## src/sv/tmas_pkg.sv

```systemverilog
// Types and constants for the trimmed-mean angle speed block.
// No dependencies; used by the top level and its checker.
`default_nettype none

package tmas_pkg;

  localparam int NCH = 3;

  typedef logic signed [31:0] angle_t;
  typedef logic signed [35:0] sum_t;
  typedef logic signed [36:0] trim_t;
  typedef logic signed [31:0] mean_t;
  typedef logic signed [32:0] diff_t;
  typedef logic signed [43:0] prod_t;
  typedef logic signed [47:0] rate_t;
  typedef logic        [9:0]  gain_t;
  typedef logic        [3:0]  scnt_t;
  typedef logic        [1:0]  ccnt_t;

  localparam scnt_t WIN_FIRST = 4'd0;
  localparam scnt_t WIN_LAST  = 4'd9;
  localparam gain_t GAIN_RST  = 10'd10;
  localparam ccnt_t CHG_FULL  = 2'd3;

endpackage

`default_nettype wire

```

## src/sv/trimmed_mean_angle_speed.sv

```systemverilog
// After a window's tenth item is accepted, its result passes the trimmed mean, change/diff,
//   then gain multiply into the output register.
// Throughput: one item per cycle; results come at most once per ten items.
// The tenth item of a window waits only while the previous window's result is still
//   in flight or parked behind a full output register.
// Reset (rst_n low, synchronous): counters, valids and means cleared, gain back to 10.
`default_nettype none

module trimmed_mean_angle_speed (
  input  wire logic             clk,
  input  wire logic             rst_n,
  // input channel
  input  wire logic             in_valid,
  output logic                  in_ready,
  input  wire tmas_pkg::angle_t in_pitch_angle,
  input  wire tmas_pkg::angle_t in_yaw_angle,
  input  wire tmas_pkg::angle_t in_feeder_angle,
  // result channel
  output logic                  out_valid,
  input  wire logic             out_ready,
  output tmas_pkg::rate_t       out_pitch_rate,
  output tmas_pkg::rate_t       out_yaw_rate,
  output tmas_pkg::rate_t       out_feeder_rate,
  // gain register write
  input  wire logic             cfg_valid,
  output logic                  cfg_ready,
  input  wire tmas_pkg::gain_t  cfg_rate_gain
);

  import tmas_pkg::*;

  // channel order: pitch, yaw, feeder
  angle_t in_ang [NCH];
  assign in_ang[0] = in_pitch_angle;
  assign in_ang[1] = in_yaw_angle;
  assign in_ang[2] = in_feeder_angle;

  logic  in_acc;
  gain_t gain_r;

  // window accumulators
  scnt_t  scnt_r, scnt_nxt;
  sum_t   wsum_r [NCH];
  sum_t   wsum_nxt [NCH];
  angle_t wmax_r [NCH];
  angle_t wmax_nxt [NCH];
  angle_t wmin_r [NCH];
  angle_t wmin_nxt [NCH];
  logic   fin_vld_r;     // window regs hold a finished window this cycle

  // trimmed-mean stage
  mean_t  mean_now_r [NCH];
  mean_t  mean_last_r [NCH];
  mean_t  mean_nxt [NCH];
  trim_t  trim [NCH];
  logic   b_vld_r;

  // change count / difference stage
  ccnt_t  ccnt_r, ccnt_nxt;
  diff_t  diff_r [NCH];
  logic   c_pend_r, c_pend_nxt;
  logic   both_chg;

  // output register
  prod_t  prod [NCH];
  rate_t  rate_r [NCH];
  rate_t  rate_nxt [NCH];
  logic   out_valid_r, out_valid_nxt;
  logic   out_load;

  // Tenth item held back while a previous window result is still moving down.
  assign in_ready  = !((scnt_r == WIN_LAST) && (fin_vld_r || b_vld_r || c_pend_r));
  assign in_acc    = in_valid && in_ready;
  assign cfg_ready = 1'b1;

  always_ff @(posedge clk) begin
    if (!rst_n) begin
      gain_r <= GAIN_RST;
    end else if (cfg_valid) begin
      gain_r <= cfg_rate_gain;
    end
  end

  // ---- accumulate: first item of a window loads, later items add and compare
  always_comb begin
    for (int c = 0; c < NCH; c++) begin
      if (scnt_r == WIN_FIRST) begin
        wsum_nxt[c] = sum_t'(in_ang[c]);
        wmax_nxt[c] = in_ang[c];
        wmin_nxt[c] = in_ang[c];
      end else begin
        wsum_nxt[c] = wsum_r[c] + sum_t'(in_ang[c]);
        wmax_nxt[c] = (in_ang[c] > wmax_r[c]) ? in_ang[c] : wmax_r[c];
        wmin_nxt[c] = (in_ang[c] < wmin_r[c]) ? in_ang[c] : wmin_r[c];
      end
    end
    scnt_nxt = (scnt_r == WIN_LAST) ? WIN_FIRST : scnt_r + 4'd1;
  end

  always_ff @(posedge clk) begin
    if (!rst_n) begin
      scnt_r    <= WIN_FIRST;
      fin_vld_r <= 1'b0;
    end else begin
      if (in_acc) begin
        scnt_r <= scnt_nxt;
      end
      fin_vld_r <= in_acc && (scnt_r == WIN_LAST);
    end
  end

  // Window regs hold the finished window in the cycle after the tenth item; the next item's
  // load at the same edge is safe since the mean stage samples the old value.
  always_ff @(posedge clk) begin
    if (in_acc) begin
      for (int c = 0; c < NCH; c++) begin
        wsum_r[c] <= wsum_nxt[c];
        wmax_r[c] <= wmax_nxt[c];
        wmin_r[c] <= wmin_nxt[c];
      end
    end
  end

  // ---- trimmed mean: (sum - max - min) >>> 3, floor toward minus infinity
  always_comb begin
    for (int c = 0; c < NCH; c++) begin
      trim[c]     = trim_t'(wsum_r[c]) - trim_t'(wmax_r[c]) - trim_t'(wmin_r[c]);
      mean_nxt[c] = mean_t'(trim[c] >>> 3);
    end
  end

  always_ff @(posedge clk) begin
    if (!rst_n) begin
      b_vld_r <= 1'b0;
      for (int c = 0; c < NCH; c++) begin
        mean_now_r[c]  <= '0;
        mean_last_r[c] <= '0;
      end
    end else begin
      b_vld_r <= fin_vld_r;
      if (fin_vld_r) begin
        for (int c = 0; c < NCH; c++) begin
          mean_last_r[c] <= mean_now_r[c];
          mean_now_r[c]  <= mean_nxt[c];
        end
      end
    end
  end

  // ---- change count and mean difference
  assign both_chg = (mean_now_r[0] != mean_last_r[0]) && (mean_now_r[1] != mean_last_r[1]);

  always_comb begin
    ccnt_nxt = ccnt_r;
    if (b_vld_r && both_chg && (ccnt_r != CHG_FULL)) begin
      ccnt_nxt = ccnt_r + 2'd1;
    end
  end

  // output register takes the parked result when empty or being drained
  assign out_load = c_pend_r && (!out_valid_r || out_ready);

  always_comb begin
    c_pend_nxt = c_pend_r;
    if (b_vld_r) begin
      c_pend_nxt = (ccnt_nxt == CHG_FULL);
    end else if (out_load) begin
      c_pend_nxt = 1'b0;
    end
  end

  always_ff @(posedge clk) begin
    if (!rst_n) begin
      ccnt_r   <= '0;
      c_pend_r <= 1'b0;
    end else begin
      ccnt_r   <= ccnt_nxt;
      c_pend_r <= c_pend_nxt;
    end
  end

  always_ff @(posedge clk) begin
    if (b_vld_r) begin
      for (int c = 0; c < NCH; c++) begin
        diff_r[c] <= diff_t'(mean_now_r[c]) - diff_t'(mean_last_r[c]);
      end
    end
  end

  // ---- gain multiply (33 x 11 signed, full 44-bit product) into the output register
  always_comb begin
    for (int c = 0; c < NCH; c++) begin
      prod[c]     = diff_r[c] * $signed({1'b0, gain_r});
      rate_nxt[c] = rate_t'(prod[c]);
    end
  end

  always_comb begin
    out_valid_nxt = out_valid_r;
    if (out_load) begin
      out_valid_nxt = 1'b1;
    end else if (out_ready) begin
      out_valid_nxt = 1'b0;
    end
  end

  always_ff @(posedge clk) begin
    if (!rst_n) begin
      out_valid_r <= 1'b0;
    end else begin
      out_valid_r <= out_valid_nxt;
    end
  end

  always_ff @(posedge clk) begin
    if (out_load) begin
      for (int c = 0; c < NCH; c++) begin
        rate_r[c] <= rate_nxt[c];
      end
    end
  end

  assign out_valid       = out_valid_r;
  assign out_pitch_rate  = rate_r[0];
  assign out_yaw_rate    = rate_r[1];
  assign out_feeder_rate = rate_r[2];

endmodule

`default_nettype wire

```

## config.mk

```make
export PLATFORM = sky130hd
export DESIGN_NAME = trimmed_mean_angle_speed
export DESIGN_NICKNAME = d
export VERILOG_FILES = /design/src/sv/tmas_pkg.sv /design/src/sv/trimmed_mean_angle_speed.sv
export SDC_FILE = /design/constraint.sdc
export NUM_CORES = 2
export LEC_CHECK = 0
export BUFFER_PORTS_ARGS = -buffer_cell sky130_fd_sc_hd__buf_2
export CAP_MARGIN = 20
export CORE_MARGIN = 1
export CORE_UTILIZATION = 45
export DETAILED_ROUTE_END_ITERATION = 8
export GPL_TIMING_DRIVEN = 0
export PLACE_DENSITY_LB_ADDON = 0.1
export SYNTH_ARGS = -nofsm -noshare
export SYNTH_HDL_FRONTEND = slang
export SYNTH_SLANG_ARGS = --single-unit
```

## constraint.sdc

```tcl
create_clock -name clk -period 8.8 [get_ports clk]
set_input_delay 0.88 -clock clk [delete_from_list [all_inputs] [get_ports clk]]
set_output_delay 0.88 -clock clk [all_outputs]
set_load 0.1 [all_outputs]
```

* Word level (Yosys, flattened, before mapping)
Memories as Yosys holds them, arrays and structs flattened.
Cells that the tools add are included.
** Operators by class
- $add $sub $neg :: 14
- Multiply operators :: 3
- Div/mod/pow operators :: 0
- $lt $le $gt $ge :: 6
- Equal/unequal tests :: 5
- Shift operators :: 0
- Multiplexer cells :: 37
- Bitwise gates (word level) :: 6
- Reductions and logical operators :: 15
** Operators with widths (count)
- 2-to-1 mux 32 bit :: 18
- subtractor 35 x 32 -> 35 bit :: 6
- multiplier 33 x 11 -> 44 bit :: 3
- adder 36 x 32 -> 36 bit :: 3
- 2-to-1 mux 36 bit :: 3
- subtractor 32 x 32 -> 33 bit :: 3
- > comparator 32 bit :: 3
- < comparator 32 bit :: 3
- != test 32 bit :: 2
- 2-to-1 mux 1 bit :: 14
- logical AND 1 bit :: 7
- bitwise OR 1 bit :: 6
- adder 4 x 1 -> 4 bit, second input constant :: 1
- == test 4 bit, second input constant :: 1
- zero test 4 bit :: 1
- 2-to-1 mux 4 bit :: 1
- nonzero test 2 bit :: 2
- logical OR 1 bit :: 3
- adder 2 x 1 -> 2 bit, second input constant :: 1
- == test 2 bit, second input constant :: 1
- zero test 1 bit :: 2
- 2-to-1 mux 2 bit :: 1
- != test 2 bit, second input constant :: 1
** Storage, ports and cells
- Flip-flop bits (word level) :: 20
- Bits in latches :: 0
- Bits in writable memories :: 735
- Memory bits (read-only) :: 0
- Bits of input ports :: 111
- Output and inout bits :: 147
- Logic and storage cells :: 100
- Memories :: 7
** Memories
- rate_r :: depth 3, bits a word 48, rd ports 3, clocked after memory_dff 0, write ports 3, line trimmed_mean_angle_speed.sv:66 : rate_t rate_r [NCH];
- wsum_r :: depth 3, bits a word 36, rd ports 3, clocked after memory_dff 0, write ports 3, line trimmed_mean_angle_speed.sv:43 : sum_t wsum_r [NCH];
- diff_r :: depth 3, bits a word 33, rd ports 3, clocked after memory_dff 0, write ports 3, line trimmed_mean_angle_speed.sv:60 : diff_t diff_r [NCH];
- mean_last_r :: depth 3, bits a word 32, rd ports 3, clocked after memory_dff 0, write ports 3, line trimmed_mean_angle_speed.sv:53 : mean_t mean_last_r [NCH];
- mean_now_r :: depth 3, bits a word 32, rd ports 3, clocked after memory_dff 0, write ports 3, line trimmed_mean_angle_speed.sv:52 : mean_t mean_now_r [NCH];
- wmax_r :: depth 3, bits a word 32, rd ports 3, clocked after memory_dff 0, write ports 3, line trimmed_mean_angle_speed.sv:45 : angle_t wmax_r [NCH];
- 1 more memories

* Depth between registers and ports, before layout
An unclocked memory read counts as a cell.
- Word-level depth :: 8
- Mapped depth :: 26

* Worst setup path before layout
Ideal clock, no wire load.
- Path kind :: flip-flop to flip-flop
- Start point :: register b_vld_r
- End point :: register scnt_r[3]
- Setup time :: 76 ps
- Data arrival time :: 9373 ps
- Required time :: 8724 ps
- Path slack :: -648 ps
- Cell stages (with the launch flop) :: 8
- Buffers on the path :: 0
- Clock period less this slack :: 9448 ps
- Cells stage by stage :: dfxtp_1 -> o311ai_0 -> nand2_1 -> inv_1 -> nand2_1 -> nor3b_1 -> o21ai_0 -> a21boi_0
** On the way
- Word-level cells in the longest chain between the ends :: 5
** Ends and longest elaborated chain
- start: declaration :: line trimmed_mean_angle_speed.sv:56 : logic b_vld_r;
- start signal: assignment :: line trimmed_mean_angle_speed.sv:140 : b_vld_r <= fin_vld_r;
- logical OR 1 bit (2 in series) :: line trimmed_mean_angle_speed.sv:72 : assign in_ready = !((scnt_r == WIN_LAST) && (fin_vld_r || b_vld_r || c_pend_r));
- logical AND 1 bit :: line trimmed_mean_angle_speed.sv:72
- zero test 1 bit :: line trimmed_mean_angle_speed.sv:72
- via in_ready :: line trimmed_mean_angle_speed.sv:14 : output logic in_ready,
- logical AND 1 bit :: line trimmed_mean_angle_speed.sv:73 : assign in_acc = in_valid && in_ready;
- via in_acc :: line trimmed_mean_angle_speed.sv:38 : logic in_acc;
- end signal: assignment :: line trimmed_mean_angle_speed.sv:106 : scnt_r <= scnt_nxt;
- end: declaration :: line trimmed_mean_angle_speed.sv:42 : scnt_t scnt_r, scnt_nxt;
The timed path passes the listed nets, and every way through them passes these cells.
A chain may end at the register's enable or synchronous reset.

==> results.py <==
metrics = {
    "floorplanning": {
        "die_w_microns": 421,
        "start_util_pct": 45.4,
        "dieArea_sq_mm": 0.177,
        "core.rowCount": 153,
        "io_pins": 258,
        "coreArea_sq_mm": 0.174,
        "die_h_microns": 421,
    },
    "run": {
        "drv_cap": 0,
    },
    "clock_tree": {
        "clk_latency_ns": 0.74,
        "htree_levels": 3,
        "numClockSinks": 740,
        "cts_buffers": 91,
        "cts_root_buffer": "clkbuf_16",
        "clk_pin_slew_worst_paths_ns": 0.06,
        "cts_buffer_depth": 3,
        "ctsHoldBuffers": 0,
        "cts_setup_buffers": 0,
        "cts_tree": "done",
    },
    "place": {
        "pre_cts_ws_ns": -0.951,
        "place_area_sq_mm": 0.0839,
        "hpwl_microns": 170000,
        "gp_congestion": 0.903,
        "port_buffers": 255,
    },
    "routing": {
        "wl_microns": 208000,
        "wire_per_inst_microns": 19.4,
        "drc": 0,
        "drt.antenna.violating_nets": 0,
        "first_pass_iters": 6,
        "drtIter0Drc": 3264,
        "num_vias": 55600,
        "viasPerCell": 5.20,
    },
    "final_layout": {
        "nFillCells": 16300,
        "fin_nets": 10100,
        "utilization_pct": 49.9,
        "final_cell_mix": "inv_1 (1,338), fa_1 (948), ha_1 (778)",
        "seqCellArea_sq_mm": 0.0220,
        "synthToLayoutAreaGrowth_pct": 10.0,
        "layout.cells.most_common": "inv_1",
        "design_area_sq_mm": 0.0870,
        "multiInputGateArea_sq_mm": 0.0509,
        "drive_gt1_share_pct": 5.73,
    },
    "power": {
        "p_clk_share_pct": 23.1,
        "comb_power_share_pct": 50.5,
        "p_seq_share_pct": 26.4,
        "p_sw_mw": 6.88,
        "cellLeakagePower_nw": 40.5,
        "p_per_area_mw_per_mm2": 197,
        "vdd_drop_max_mv": 0.154,
        "finalPower_mw": 17.1,
        "internal_power_mw": 10.2,
        "switching_share_pct": 40.2,
    },
    "grt": {
        "grt_max_degree": 67,
        "overflow": 0,
        "grt_pass1_wl_microns": 327000,
        "antenna_found_initial": 21,
        "grt_pass1_vias": 56800,
        "grt.total_usage_pct": 23.6,
    },
    "worst_hold_path": {
        "hold_class": "input port to flop",
    },
    "logic_synthesis": {
        "synth_ff_type": "edfxtp_1",
        "syn_avg_cell_area_sq_um": 9.97,
        "synth_cell_types": 74,
        "syn_inst": 7929,
        "yosysWarnings": 0,
        "syn_nets": 9766,
        "synth_edf_count": 720,
        "async_flop_share_pct": 0,
        "ys_seq_area_share_pct": 27.8,
        "ys_ff_latch": 740,
        "syn_area_sq_mm": 0.0791,
    },
    "worst_setup_path": {
        "endpoint_kind": "flop",
        "path_cells": "clkbuf_1, nand2_1, fa_1, fa_1, inv_1, fa_1, fa_1, fa_1, ha_1, o21a_1, o211a_1, a221oi_1, a21oi_1, o21ai_1, a211oi_1, o41ai_1, o21ai_0, a221oi_1, xnor2_1",
        "cp_slowest_cell": "clkbuf_1",
        "crit_required_ns": 9.27,
        "cp_max_fo": 10,
        "path_common_cell": "fa_1",
        "crit_buf_inv": 2,
        "worst-setup-path-type": "flop to flop",
        "cp_top_family": "compound AO/OA/AOI/OAI gates",
        "critPathMaxStageDelay_ns": 0.84,
        "startpoint_type": "flop",
        "cp_data_arrival_time_ns": 8.91,
    },
    "sta": {
        "max_freq_mhz": 119,
        "min_period_ns": 8.44,
        "slew_headroom_pct": 20.3,
        "setup_tns_ns": 0,
        "drv_slew": 0,
        "finalSetupViolCount": 0,
        "timing_hold_violations_final": 0,
        "worstMarginPinSlew_ns": 1.20,
        "clock_skew_ns": 0.0313,
        "finalWorstSetupSlack_ns": 0.362,
        "finalCritPeriodShare_pct": 95.9,
    },
    "run_status": {
        "status": "finished clean",
    },
}
==> worst paths after layout <==
path	startpoint	endpoint	slack, ns	cells after the start
max	gain_r[4]	rate_r[0][42]	0.36	19
min reg2reg	c_pend_r	c_pend_r	0.56	2
max reg2reg	gain_r[4]	rate_r[0][42]	0.36	19
min	in_pitch_angle[0]	wmin_r[0][0]	0.37	1
==> logic make-up after synthesis <==
| logic type | Yosys count | synth area share [%] |
|---|---|---|
| other cells | 1 | 0.00474 |
| xor+xnor | 391 | 4.33 |
| compound gates | 1259 | 10.1 |
| buf+inv | 1646 | 7.87 |
| fa+ha+maj | 1726 | 36.3 |
| flops | 740 | 27.8 |
| simple gates | 2150 | 13.3 |
| mux | 16 | 0.206 |
==> area by class of cell <==
type | count | area share, %
multi-input combinational | 5543 | 58.5
sequential | 740 | 25.3
inverter | 1339 | 5.78
tap | 2325 | 3.34
clock buffer | 108 | 2.72
timing repair buffer | 278 | 2.06
buffer | 300 | 1.36
clock inverter | 55 | 0.863
antenna | 6 | 0.0173
==> sequential cells by signal, summed over array words and instances, names as in the netlist, 2 cells and up <==
| name | cells |
|---|---|
| ccnt_r | 2 |
| mean_last_r | 96 |
| wmin_r | 96 |
| scnt_r | 4 |
| mean_now_r | 96 |
| gain_r | 10 |
| wsum_r | 105 |
| diff_r | 99 |
| wmax_r | 96 |
| rate_r | 132 |
==> timing repair <==
action / CTS / global route
resized for setup: 8 / 3
endpoints found under the hold margin: 0 / 0
endpoints found under the setup margin: 10 / 3
==> worst reg2reg max path: cells and delay by family (launching register included) <==
family / cells / cell delay, ns
flops: 1 / 0.81
simple gates: 1 / 0.16
fa+ha+maj: 6 / 2.80
buf+inv: 2 / 0.91
xor+xnor: 1 / 0.33
compound gates: 9 / 3.18
==> Yosys cell counts (all sizes together) (9+ instances only) <==
master  instances  area (sq um)
a211oi         37           283
a21boi         12          90.1
a21o          251          1880
a21oi         401          2010
a221o           9          90.1
a221oi         14           123
a31oi          32           200
a41oi          11          96.3
and2          449          2810
and3          124           776
and4           11          96.3
buf            88           379
clkbuf        219           822
dfxtp          20           400
edfxtp        720         21600
fa            948         19000
ha            778          9730
inv          1339          5030
mux2i          14           140
nand2         772          2900
nand2b         66           413
nand3          67           335
nand4          77           482
nor2          362          1360
nor2b          97           607
nor3           56           280
o211ai         18           135
o21a           66           495
o21ai         243          1220
o21bai         46           345
o31a            9          78.8
o31ai          27           203
or2            13          81.3
or3            19           119
xnor2         259          2270
xor2          132          1160
==> metrics by stage <==
stage,hold WS [ns],cells
after floorplan,0.454,7929
after global placement,0.509,10500
after detailed placement,0.532,10500
after CTS,0.311,10700
after global routing,0.352,10700
final,0.374,10700
==> routing by layer <==
metal  track usage, %  part of all wire (%)
met2             38.2                    46
met1             33.1                    46
met3             3.12                   4.9
met4             6.64                   2.6
met5                0                 0.052
==> power by group through the flow <==
| stage | Combinational, mW | Sequential (mW) | Clock (mW) |
|---|---|---|---|
| floorplan | 6.31 | 4.55 | 0 |
| global placement | 8.55 | 4.60 | 0 |
| CTS | 8.74 | 4.51 | 4.08 |
| finish | 8.65 | 4.52 | 3.96 |
| global route | 9.76 | 4.54 | 4.19 |
| detailed placement | 8.68 | 4.58 | 0 |
(Power assumes the default switching activity.)
